`src/rtl/core/ghst_pkg.sv`:
```
// Shared types and constants for the generational handle slot table.
`default_nettype none
package ghst_pkg;

  localparam int SLOT_COUNT_DEF = 8;
  localparam int SLOT_IDX_W     = 3;
  localparam int GEN_W          = 12;
  localparam int HANDLE_W       = 16;
  localparam int SYS_W          = 15;
  localparam int REFS_W         = 16;
  localparam int ROLE_W         = 2;
  localparam int ROLE_COUNT     = 4;
  localparam int CFG_IDX_W      = 2;
  localparam int REQ_W          = 3;
  localparam int LOAD_W         = 2;
  localparam int STATUS_W       = 2;
  localparam int KIND_W         = 2;

  typedef enum logic [REQ_W-1:0] {
    REQ_ALLOC       = 3'd0,
    REQ_GUEST_REL   = 3'd1,
    REQ_SCENE_RET   = 3'd2,
    REQ_SCENE_REL   = 3'd3,
    REQ_RELEASE_ALL = 3'd4,
    REQ_RESOLVE     = 3'd5
  } req_t;

  typedef enum logic [LOAD_W-1:0] {
    LOAD_OK    = 2'd0,
    LOAD_NOMEM = 2'd1,
    LOAD_BAD   = 2'd2
  } load_t;

  typedef enum logic [STATUS_W-1:0] {
    ST_OK        = 2'd0,
    ST_EXHAUSTED = 2'd1,
    ST_INVALID   = 2'd2
  } status_t;

  typedef enum logic [KIND_W-1:0] {
    KIND_NONE = 2'd0,
    KIND_SYS  = 2'd1,
    KIND_DYN  = 2'd2
  } kind_t;

  typedef enum logic [ROLE_W-1:0] {
    ROLE_SMALL  = 2'd0,
    ROLE_MEDIUM = 2'd1,
    ROLE_LARGE  = 2'd2,
    ROLE_TITLE  = 2'd3
  } role_t;

  typedef enum logic [2:0] {
    CS_IDLE = 3'b001,
    CS_EXEC = 3'b010,
    CS_RESP = 3'b100
  } ctrl_state_t;

  typedef struct packed {
    logic capture;
    logic execute;
    logic respond;
  } ctrl_cmd_t;

endpackage
`default_nettype wire

```
`src/rtl/core/ghst_ctrl.sv`:
```
// Request sequencer: capture, execute, respond.
`default_nettype none
module ghst_ctrl (
  input  logic                clk,
  input  logic                rst,
  input  logic                start,
  output logic                busy,
  output logic                done,
  output ghst_pkg::ctrl_cmd_t cmd
);
  import ghst_pkg::*;

  ctrl_state_t state, state_next;

  always_ff @(posedge clk) begin
    if (rst) begin
      state <= CS_IDLE;
    end else begin
      state <= state_next;
    end
  end

  always_comb begin
    state_next = state;
    unique case (state)
      CS_IDLE: begin
        if (start) state_next = CS_EXEC;
      end
      CS_EXEC: state_next = CS_RESP;
      CS_RESP: state_next = CS_IDLE;
      default: state_next = CS_IDLE;
    endcase
  end

  assign busy        = (state != CS_IDLE);
  assign cmd.capture = (state == CS_IDLE) && start;
  assign cmd.execute = (state == CS_EXEC);
  assign cmd.respond = (state == CS_RESP);
  assign done        = cmd.respond;

  a_cap_exec: assert property (@(posedge clk) disable iff (rst)
    cmd.capture |=> cmd.execute) else $error("capture not followed by execute");
  a_exec_resp: assert property (@(posedge clk) disable iff (rst)
    cmd.execute |=> (cmd.respond && busy)) else $error("execute not followed by respond");
  a_resp_idle: assert property (@(posedge clk) disable iff (rst)
    cmd.respond |=> !busy) else $error("busy after respond");

endmodule
`default_nettype wire

```
`src/rtl/core/ghst_datapath.sv`:
```
// Slot registers, system handle registers, request evaluation and result registers.
`default_nettype none
module ghst_datapath #(
  parameter int SLOT_COUNT = ghst_pkg::SLOT_COUNT_DEF
) (
  input  logic                           clk,
  input  logic                           rst,
  input  ghst_pkg::ctrl_cmd_t            cmd,
  input  logic [ghst_pkg::REQ_W-1:0]     req_type,
  input  logic [ghst_pkg::HANDLE_W-1:0]  handle,
  input  logic [ghst_pkg::LOAD_W-1:0]    load_result,
  input  logic                           cfg_we,
  input  logic [ghst_pkg::CFG_IDX_W-1:0] cfg_index,
  input  logic [ghst_pkg::SYS_W-1:0]     cfg_data,
  output logic [ghst_pkg::STATUS_W-1:0]  status,
  output logic                           accepted,
  output logic [ghst_pkg::HANDLE_W-1:0]  new_handle,
  output logic [ghst_pkg::KIND_W-1:0]    resolve_kind,
  output logic [ghst_pkg::SLOT_IDX_W-1:0] resolved_slot,
  output logic [ghst_pkg::ROLE_W-1:0]    resolved_role
);
  import ghst_pkg::*;

  // captured request
  req_t                  req_q;
  logic [HANDLE_W-1:0]   handle_q;
  logic [LOAD_W-1:0]     load_q;

  // slot state
  logic [GEN_W-1:0]      gen  [SLOT_COUNT];
  logic [REFS_W-1:0]     refs [SLOT_COUNT];
  logic [SLOT_COUNT-1:0] occ;
  logic [SLOT_COUNT-1:0] own;

  logic [SYS_W-1:0]      sys [ROLE_COUNT];

  // decoded handle
  logic                  dyn;
  logic [GEN_W-1:0]      hgen;
  logic [SLOT_IDX_W-1:0] hidx;

  logic [SLOT_COUNT-1:0] hit;
  logic [SLOT_COUNT-1:0] first_free;
  logic [SLOT_COUNT-1:0] refs_nz;
  logic [SLOT_COUNT-1:0] refs_max;
  logic [GEN_W-1:0]      gen_inc [SLOT_COUNT];
  logic                  any_free;
  logic [GEN_W-1:0]      alloc_gen;
  logic [SLOT_IDX_W-1:0] alloc_slot;
  logic                  alloc_ok;
  logic                  hit_own;
  logic                  hit_room;

  logic [ROLE_COUNT-1:0] sys_hit;
  role_t                 sys_role;

  status_t               status_next;
  logic                  accepted_next;
  logic [HANDLE_W-1:0]   new_handle_next;
  kind_t                 kind_next;
  logic [SLOT_IDX_W-1:0] rslot_next;
  role_t                 role_next;

  status_t               status_q;
  kind_t                 kind_q;
  role_t                 role_q;

  always_ff @(posedge clk) begin
    if (cmd.capture) begin
      req_q    <= req_t'(req_type);
      handle_q <= handle;
      load_q   <= load_result;
    end
  end

  assign dyn  = handle_q[HANDLE_W-1];
  assign hgen = handle_q[HANDLE_W-2:SLOT_IDX_W];
  assign hidx = handle_q[SLOT_IDX_W-1:0];

  always_comb begin
    logic found;
    found      = 1'b0;
    alloc_gen  = '0;
    alloc_slot = '0;
    for (int i = 0; i < SLOT_COUNT; i++) begin
      hit[i]        = dyn && (hgen != '0) && (hidx == SLOT_IDX_W'(i)) && occ[i]
                      && (gen[i] == hgen);
      refs_nz[i]    = (refs[i] != '0);
      refs_max[i]   = (refs[i] == {REFS_W{1'b1}});
      gen_inc[i]    = (gen[i] + GEN_W'(1) == '0) ? GEN_W'(1) : gen[i] + GEN_W'(1);
      first_free[i] = !occ[i] && !found;
      if (!occ[i]) found = 1'b1;
      if (first_free[i]) begin
        alloc_gen  = gen_inc[i];
        alloc_slot = SLOT_IDX_W'(i);
      end
    end
    any_free = found;
  end

  assign alloc_ok = any_free && (load_q == LOAD_OK);
  assign hit_own  = |(hit & own);
  assign hit_room = |(hit & own & ~refs_max);

  always_comb begin
    for (int r = 0; r < ROLE_COUNT; r++) begin
      sys_hit[r] = !dyn && (handle_q[SYS_W-1:0] == sys[r]);
    end
  end

  // title wins over large, medium, small
  always_comb begin
    priority if (sys_hit[ROLE_TITLE])  sys_role = ROLE_TITLE;
    else if (sys_hit[ROLE_LARGE])      sys_role = ROLE_LARGE;
    else if (sys_hit[ROLE_MEDIUM])     sys_role = ROLE_MEDIUM;
    else                               sys_role = ROLE_SMALL;
  end

  always_comb begin
    status_next     = ST_OK;
    accepted_next   = 1'b0;
    new_handle_next = '0;
    kind_next       = KIND_NONE;
    rslot_next      = '0;
    role_next       = ROLE_SMALL;
    unique case (req_q)
      REQ_ALLOC: begin
        if (!any_free) status_next = ST_EXHAUSTED;
        else if (load_q == LOAD_NOMEM) status_next = ST_EXHAUSTED;
        else if (load_q != LOAD_OK) status_next = ST_INVALID;
        else new_handle_next = {1'b1, alloc_gen, alloc_slot};
      end
      REQ_GUEST_REL: begin
        if (!hit_own) status_next = ST_INVALID;
      end
      REQ_SCENE_RET: begin
        accepted_next = dyn ? hit_room : |sys_hit;
      end
      REQ_SCENE_REL: ;
      REQ_RELEASE_ALL: ;
      REQ_RESOLVE: begin
        if (!dyn) begin
          if (|sys_hit) begin
            kind_next = KIND_SYS;
            role_next = sys_role;
          end
        end else if (hit_own) begin
          kind_next  = KIND_DYN;
          rslot_next = hidx;
        end
      end
      default: status_next = ST_INVALID;
    endcase
  end

  always_ff @(posedge clk) begin
    if (cmd.execute) begin
      status_q      <= status_next;
      accepted      <= accepted_next;
      new_handle    <= new_handle_next;
      kind_q        <= kind_next;
      resolved_slot <= rslot_next;
      role_q        <= role_next;
    end
  end

  assign status        = status_q;
  assign resolve_kind  = kind_q;
  assign resolved_role = role_q;

  always_ff @(posedge clk) begin
    if (rst) begin
      for (int i = 0; i < SLOT_COUNT; i++) begin
        gen[i]  <= '0;
        refs[i] <= '0;
      end
      occ <= '0;
      own <= '0;
    end else if (cmd.execute) begin
      for (int i = 0; i < SLOT_COUNT; i++) begin
        unique case (req_q)
          REQ_ALLOC: begin
            if (alloc_ok && first_free[i]) begin
              gen[i]  <= gen_inc[i];
              occ[i]  <= 1'b1;
              own[i]  <= 1'b1;
              refs[i] <= '0;
            end
          end
          REQ_GUEST_REL: begin
            if (hit[i] && own[i]) begin
              own[i] <= 1'b0;
              if (!refs_nz[i]) occ[i] <= 1'b0;
            end
          end
          REQ_SCENE_RET: begin
            if (hit[i] && own[i] && !refs_max[i]) refs[i] <= refs[i] + REFS_W'(1);
          end
          REQ_SCENE_REL: begin
            if (hit[i] && refs_nz[i]) begin
              refs[i] <= refs[i] - REFS_W'(1);
              if (refs[i] == REFS_W'(1) && !own[i]) occ[i] <= 1'b0;
            end
          end
          REQ_RELEASE_ALL: begin
            own[i] <= 1'b0;
            if (!refs_nz[i]) occ[i] <= 1'b0;
          end
          default: ;
        endcase
      end
    end
  end

  always_ff @(posedge clk) begin
    if (rst) begin
      for (int r = 0; r < ROLE_COUNT; r++) begin
        sys[r] <= SYS_W'(r);
      end
    end else if (cfg_we) begin
      sys[cfg_index] <= cfg_data;
    end
  end

  a_own_occ: assert property (@(posedge clk) disable iff (rst)
    (own & ~occ) == '0) else $error("guest-owned slot not occupied");
  a_refs_occ: assert property (@(posedge clk) disable iff (rst)
    (refs_nz & ~occ) == '0) else $error("referenced slot not occupied");
  a_new_dyn: assert property (@(posedge clk) disable iff (rst)
    cmd.respond && (new_handle != '0) |-> new_handle[HANDLE_W-1] && (status_q == ST_OK))
    else $error("issued handle malformed");

endmodule
`default_nettype wire

```
`src/rtl/core/generational_handle_slot_table_top.sv`:
```
// Top level of the generational handle slot table.
// A request is taken on start while busy is low and passes in turn through the
// capture edge, the execute state, in which all slot registers are evaluated in
// parallel and updated, and the respond state, in which done pulses with the
// result on the result ports; the next start is taken the cycle after done, so
// no new request is taken before the last one is done. done is high for exactly
// one cycle and cannot be held off; the result ports keep their word until the
// next result. cfg_ready is always high; write the system handle registers only
// while busy is low. Reset needs no sweep.
`default_nettype none
module generational_handle_slot_table_top #(
  parameter int SLOT_COUNT = ghst_pkg::SLOT_COUNT_DEF
) (
  input  logic                            clk,
  input  logic                            rst,
  input  logic                            start,
  output logic                            busy,
  input  logic [ghst_pkg::REQ_W-1:0]      req_type,
  input  logic [ghst_pkg::HANDLE_W-1:0]   handle,
  input  logic [ghst_pkg::LOAD_W-1:0]     load_result,
  input  logic                            cfg_valid,
  output logic                            cfg_ready,
  input  logic [ghst_pkg::CFG_IDX_W-1:0]  cfg_index,
  input  logic [ghst_pkg::SYS_W-1:0]      cfg_data,
  output logic                            done,
  output logic [ghst_pkg::STATUS_W-1:0]   status,
  output logic                            accepted,
  output logic [ghst_pkg::HANDLE_W-1:0]   new_handle,
  output logic [ghst_pkg::KIND_W-1:0]     resolve_kind,
  output logic [ghst_pkg::SLOT_IDX_W-1:0] resolved_slot,
  output logic [ghst_pkg::ROLE_W-1:0]     resolved_role
);
  import ghst_pkg::*;

  ctrl_cmd_t cmd;

  assign cfg_ready = 1'b1;

  ghst_ctrl u_ctrl (
    .clk   (clk),
    .rst   (rst),
    .start (start),
    .busy  (busy),
    .done  (done),
    .cmd   (cmd)
  );

  ghst_datapath #(
    .SLOT_COUNT (SLOT_COUNT)
  ) u_datapath (
    .clk           (clk),
    .rst           (rst),
    .cmd           (cmd),
    .req_type      (req_type),
    .handle        (handle),
    .load_result   (load_result),
    .cfg_we        (cfg_valid && cfg_ready),
    .cfg_index     (cfg_index),
    .cfg_data      (cfg_data),
    .status        (status),
    .accepted      (accepted),
    .new_handle    (new_handle),
    .resolve_kind  (resolve_kind),
    .resolved_slot (resolved_slot),
    .resolved_role (resolved_role)
  );

endmodule
`default_nettype wire
```
`config.mk`:
```
export PLATFORM = sky130hd
export DESIGN_NAME = generational_handle_slot_table_top
export DESIGN_NICKNAME = d
export VERILOG_FILES = /design/src/rtl/core/ghst_pkg.sv /design/src/rtl/core/ghst_ctrl.sv /design/src/rtl/core/ghst_datapath.sv /design/src/rtl/core/generational_handle_slot_table_top.sv
export SDC_FILE = /design/constraint.sdc
export NUM_CORES = 1
export LEC_CHECK = 0
export ABC_AREA = 0
export BUFFER_PORTS_ARGS = -buffer_cell sky130_fd_sc_hd__clkbuf_2
export CAP_MARGIN = 10
export CORE_ASPECT_RATIO = 1.1
export CORE_UTILIZATION = 40
export DETAILED_ROUTE_END_ITERATION = 10
export PLACE_DENSITY = 0.61
export SYNTH_ARGS = -nofsm -noshare
export SYNTH_HDL_FRONTEND = slang
export SYNTH_HIERARCHICAL = 1
export SYNTH_SLANG_ARGS = --single-unit
```
`constraint.sdc`:
```
create_clock -name clk -period 4.4 [get_ports clk]
set_input_delay 0.66 -clock clk [delete_from_list [all_inputs] [get_ports clk]]
set_output_delay 0.66 -clock clk [all_outputs]
set_load 0.01 [all_outputs]
```
======== Yosys cells after proc, flatten, opt, wreduce, memory -nomap -nowiden ========
Memory sizes are Yosys's and may differ from the RTL's.
Cells that the tools add are included.
Widths: inputs -> output; s select.
word-level totals
  bits in registers ....................... 66
  bits in latches ......................... 0
  memory bits (writable) .................. 284
  ROM bits ................................ 0
  output and inout port bits .............. 29
  word-level logic and storage cells ...... 598
  memories kept ........................... 3
operators by class
  add/sub/neg operators ................... 24
  multipliers ............................. 0
  div/mod/pow operators ................... 0
  $lt $le $gt $ge ......................... 0
  equal/unequal tests ..................... 78
  shifts and indexed selects .............. 0
  mux-type cells .......................... 270
  bitwise operators ....................... 39
  reduce and logical (&&, ||, !) cells .... 157
memory list
  name             words  bits a word  read ports  clocked after Yosys merged registers in  write ports  line                 text
  u_datapath.refs  8      16           8           0                                        8            ghst_datapath.sv:31  logic [REFS_W-1:0] refs [SLOT_COUNT];
  u_datapath.gen   8      12           8           0                                        8            ghst_datapath.sv:30  logic [GEN_W-1:0] gen [SLOT_COUNT];
  u_datapath.sys   4      15           4           0                                        4            ghst_datapath.sv:35  logic [SYS_W-1:0] sys [ROLE_COUNT];
operators with widths
  kind                   count
  $mux 16                25
  $mux 12                24
  $mux 1                 186
  $add 16x1->16 const B  8
  $eq 16x1->1 const B    8
  $eq 16x16->1 const B   8
  $reduce_bool 16->1     8
  $sub 16x1->16 const B  8
  $add 12x1->12 const B  8
  $eq 12x12->1           8
  $logic_not 12->1       8
  $logic_and 1x1->1      78
  $ne 2x1->1 const B     32
  $eq 15x15->1           4
  $reduce_and 6->1       8
  $or 1x1->1             32
  $pmux 1 s4             8
  $reduce_and 4->1       8
  $logic_not 1->1        31
  $pmux 1 s3             8
  $mux 2                 11
  $eq 3x3->1 const B     7
  $and 8x8->8            2
  $reduce_or 8->1        2
  other kinds (21)       38

======== Depth between registers and ports, before layout ========
  depth in word-level cells ............... 18
  gate-level depth with buffers ........... 11

======== By module ========
Netlist, hierarchy kept.
modules (own cells, without submodules)
  module                              times used  cells an instance  area an instance (µm²)  seq. area each (µm²)
  ghst_datapath                       1           2559               24138.2                 10259.8
  ghst_ctrl                           1           16                 147.6                   60.1
  generational_handle_slot_table_top  1           2                  11.3                    0.0

======== Worst setup path before layout ========
OpenSTA, ideal clock, no wires.
  path kind ............................... register -> register
  start ................................... register u_ctrl.state[0]
  end ..................................... memory u_datapath.refs[5][0], in the netlist u_datapath/refs[1][16] (enable)
  setup time .............................. 0.372 ns
  arrival ................................. 2.761 ns
  path slack .............................. 1.266 ns
  cell stages (with the launch flop) ...... 11
  path through ............................ dfxtp_1 -> nand2b_1 -> nor2_1 -> buf_4 -> clkbuf_1 -> nand3_1 -> nor3_1 -> and2_1 -> nand2_1 -> nand2b_1 -> or3_1
RTL lines
  item                    line                 text
  start, declared         ghst_ctrl.sv:13      ctrl_state_t state, state_next;
  start signal, assigned  ghst_ctrl.sv:19      state <= state_next;
  end, declared           ghst_datapath.sv:31

======== Worst setup path after layout ========
  start ................................... register u_datapath.handle_q[3]
  end ..................................... register u_datapath/resolved_slot[0] in the netlist's numbering (data pin)
between the ends
  cells in the longest elaborated chain, start to end .. 8
  elaborated cells between the ends (all ways) .. 37
  those cells by class .................... 8 x eq/ne; 1 x bitwise; 28 x reduce/logical
ends and longest elaborated chain
  item                            line                  text
  start, declared                 ghst_datapath.sv:26   logic [HANDLE_W-1:0] handle_q;
  start signal, assigned          ghst_datapath.sv:71   handle_q <= handle;
  $reduce_bool 12->1              ghst_datapath.sv:86   hit[i] = dyn && (hgen != '0) && (hidx == SLOT_IDX_W'(i)) && occ[i]
  $logic_and 1x1->1 (3 in a row)  ghst_datapath.sv:86
  $logic_and 1x1->1               ghst_datapath.sv:87   && (gen[i] == hgen);
  $and 8x8->8 (*)                 ghst_datapath.sv:102  assign hit_own = |(hit & own);
  $reduce_or 8->1 (*)             ghst_datapath.sv:102
  $reduce_and 3->1 (no line) (*)  -
  end signal, assigned            ghst_datapath.sv:162  resolved_slot <= rslot_next;
  end, declared                   ghst_datapath.sv:19   output logic [ghst_pkg::SLOT_IDX_W-1:0] resolved_slot,
Every way passes the cells marked *; elsewhere a longest branch is shown, timed or not.
A chain may end at the register's enable or synchronous reset.

==> out/qor.csv <==
metric,value,unit
worst_slew_pin_slew,1000,ps
wirelength,74200,microns
powerDensity,316,mW/mm^2
status,completed,
max-slew-margin-rel,33.1,%
layout_common_cells,"331 x edfxtp_1, 245 x nor2_1, 176 x nand2_1",
fin_setup_tns,0,ps
rsz0062_at_grt,false,
areaGrowthSynthToFinish,8.74,%
wl_met2,34300,microns
postRouteAntennaNets,0,
dr.max_layer_used,met4,
min_path_type,input pin to flop,
overflow,0,
diodes,0,
clock_path_buffers,3,
cts_tree,built,
post-cts-setup-buffer-count,0,
multiInputGateArea,0.0127,sq mm
fill_cells,5694,
grt_pass1_wl,115000,microns
layout_commonest_cell,edfxtp_1,
worst_setup_path_start_kind,flop,
end_kind,flop,
place.detailed.hpwl,53400,microns
wl_met3,4590,microns
antenna_found_initial,0,
dp_cells,3273,
grt_max_degree,66,
p_leak,8.90,nW
grt_usage,23.5,%
maxCapViolations,0,
fin_cells,3348,
cts_root_buf,clkbuf_16,
cts_buffers,41,
fin_crit_sh,82.5,%
slowest_stage,o311ai_0,
avgSynthCellArea,9.43,sq um
clkSinkCount,350,
finClkSkew,53.4,ps
rows,94,
cp_cell_sequence,nor4_1 > a31oi_1 > and2_1 > nand3_1 > o31ai_1 > o311ai_0 > buf_4 > nor2_1,
arrival,3960,ps
layout-drive-gt1-share,9.81,%
grt_pass1_vias,19900,
syn_nets,2654,
cts_hold_buf,0,
fmax,0.275,GHz
drc,0,
fp.coreArea,0.0599,sq mm
cp_max_fo,11,
ctsResizeCount,0,
ir_worst_vdd,0.256,mV
drtIter0Drc,1923,
io_buffers,69,
fin_crit,3630,ps
dieArea,0.0617,sq mm
yosys_warnings,6,
drt-pass1-iter-count,6,
seq_area,0.0103,sq mm
finalHoldViolCount,0,
cpPeakStageDelay,830,ps
die_width,237,microns
clk_latency,610,ps
vias,20900,
slew_violations,0,
r2r_slack,770,ps
htree_levels,2,
syn_area,0.0243,sq mm
worst-setup-path-type,flop to flop,
die_y,260,microns
setup_viol,0,
path_clk_slew,60,ps
via_per_inst,6.25,
start_util,40.6,%
gp_congestion,0.960,
ios,71,
routedWlPerCell,22.1,microns
synthesis.instances,2576,
wl_met1,31600,microns
cp.required,4730,ps
nets,2626,
worst max-delay path, delay by kind of cell, from the launching register on:
family	cells	cell delay [ps]
flip-flops	1	530
AND/OR/NAND/NOR	4	1330
AO/OA/AOI/OAI	3	1240
buffers and inverters	1	260
cell type report:
type / count / area share, %
tap: 768 / 3.64
clock inverter: 22 / 0.985
inverter: 66 / 0.938
multi-input combinational: 1964 / 48.2
clock buffer: 53 / 4.21
timing repair buffer: 125 / 2.95
sequential: 350 / 39.1
routing by layer:
metal	global-route usage (%)	vias to the layer above
met5	0	-
met4	11.7	0
met3	2.79	203
met2	38.3	934
met1	30.9	10200
li1	-	9604
per-stage QoR:
step	area (sq um)	power [mW]	hold WS, ps	util, %	worst slack, ps
5_1_grt	26400	8.61	221	44.1	502
3_3_place_gp	25000	4.85	484	41.8	947
2_1_floorplan	24300	4.61	459	-	1270
3_5_place_dp	25000	4.87	497	41.8	883
4_1_cts	26400	8.40	205	44.1	848
6_report	26400	8.35	233	44.1	768
flip-flops by register name, summed over array words and instances, names as in the netlist:
signal,count
u_datapath/refs,128
u_datapath/gen,96
u_datapath/sys,60
u_datapath/handle_q,16
u_datapath/new_handle,16
u_datapath/occ,8
u_datapath/own,8
u_ctrl/state,3
u_datapath/req_q,3
u_datapath/resolved_slot,3
u_datapath/load_q,2
u_datapath/resolve_kind,2
u_datapath/resolved_role,2
u_datapath/status,2
u_datapath/accepted,1
report_power, final:
part | total, mW | internal, mW | leakage, nW | switching [mW]
registers | 4.10 | 3.83 | 3.51 | 0.268
clock network | 3.53 | 2.04 | 0.678 | 1.49
logic | 0.730 | 0.291 | 4.71 | 0.439
total | 8.35 | 6.16 | 8.90 | 2.19
worst paths after layout:
check                    startpoint                          end  cells after the start
min reg2reg       u_datapath/own[4]            u_datapath/own[4]                      2
min                      handle[13]      u_datapath/handle_q[13]                      1
max reg2reg  u_datapath/handle_q[3]  u_datapath/resolved_slot[0]                      8
max          u_datapath/handle_q[3]  u_datapath/resolved_slot[0]                      8
(Power assumes the default switching activity.)
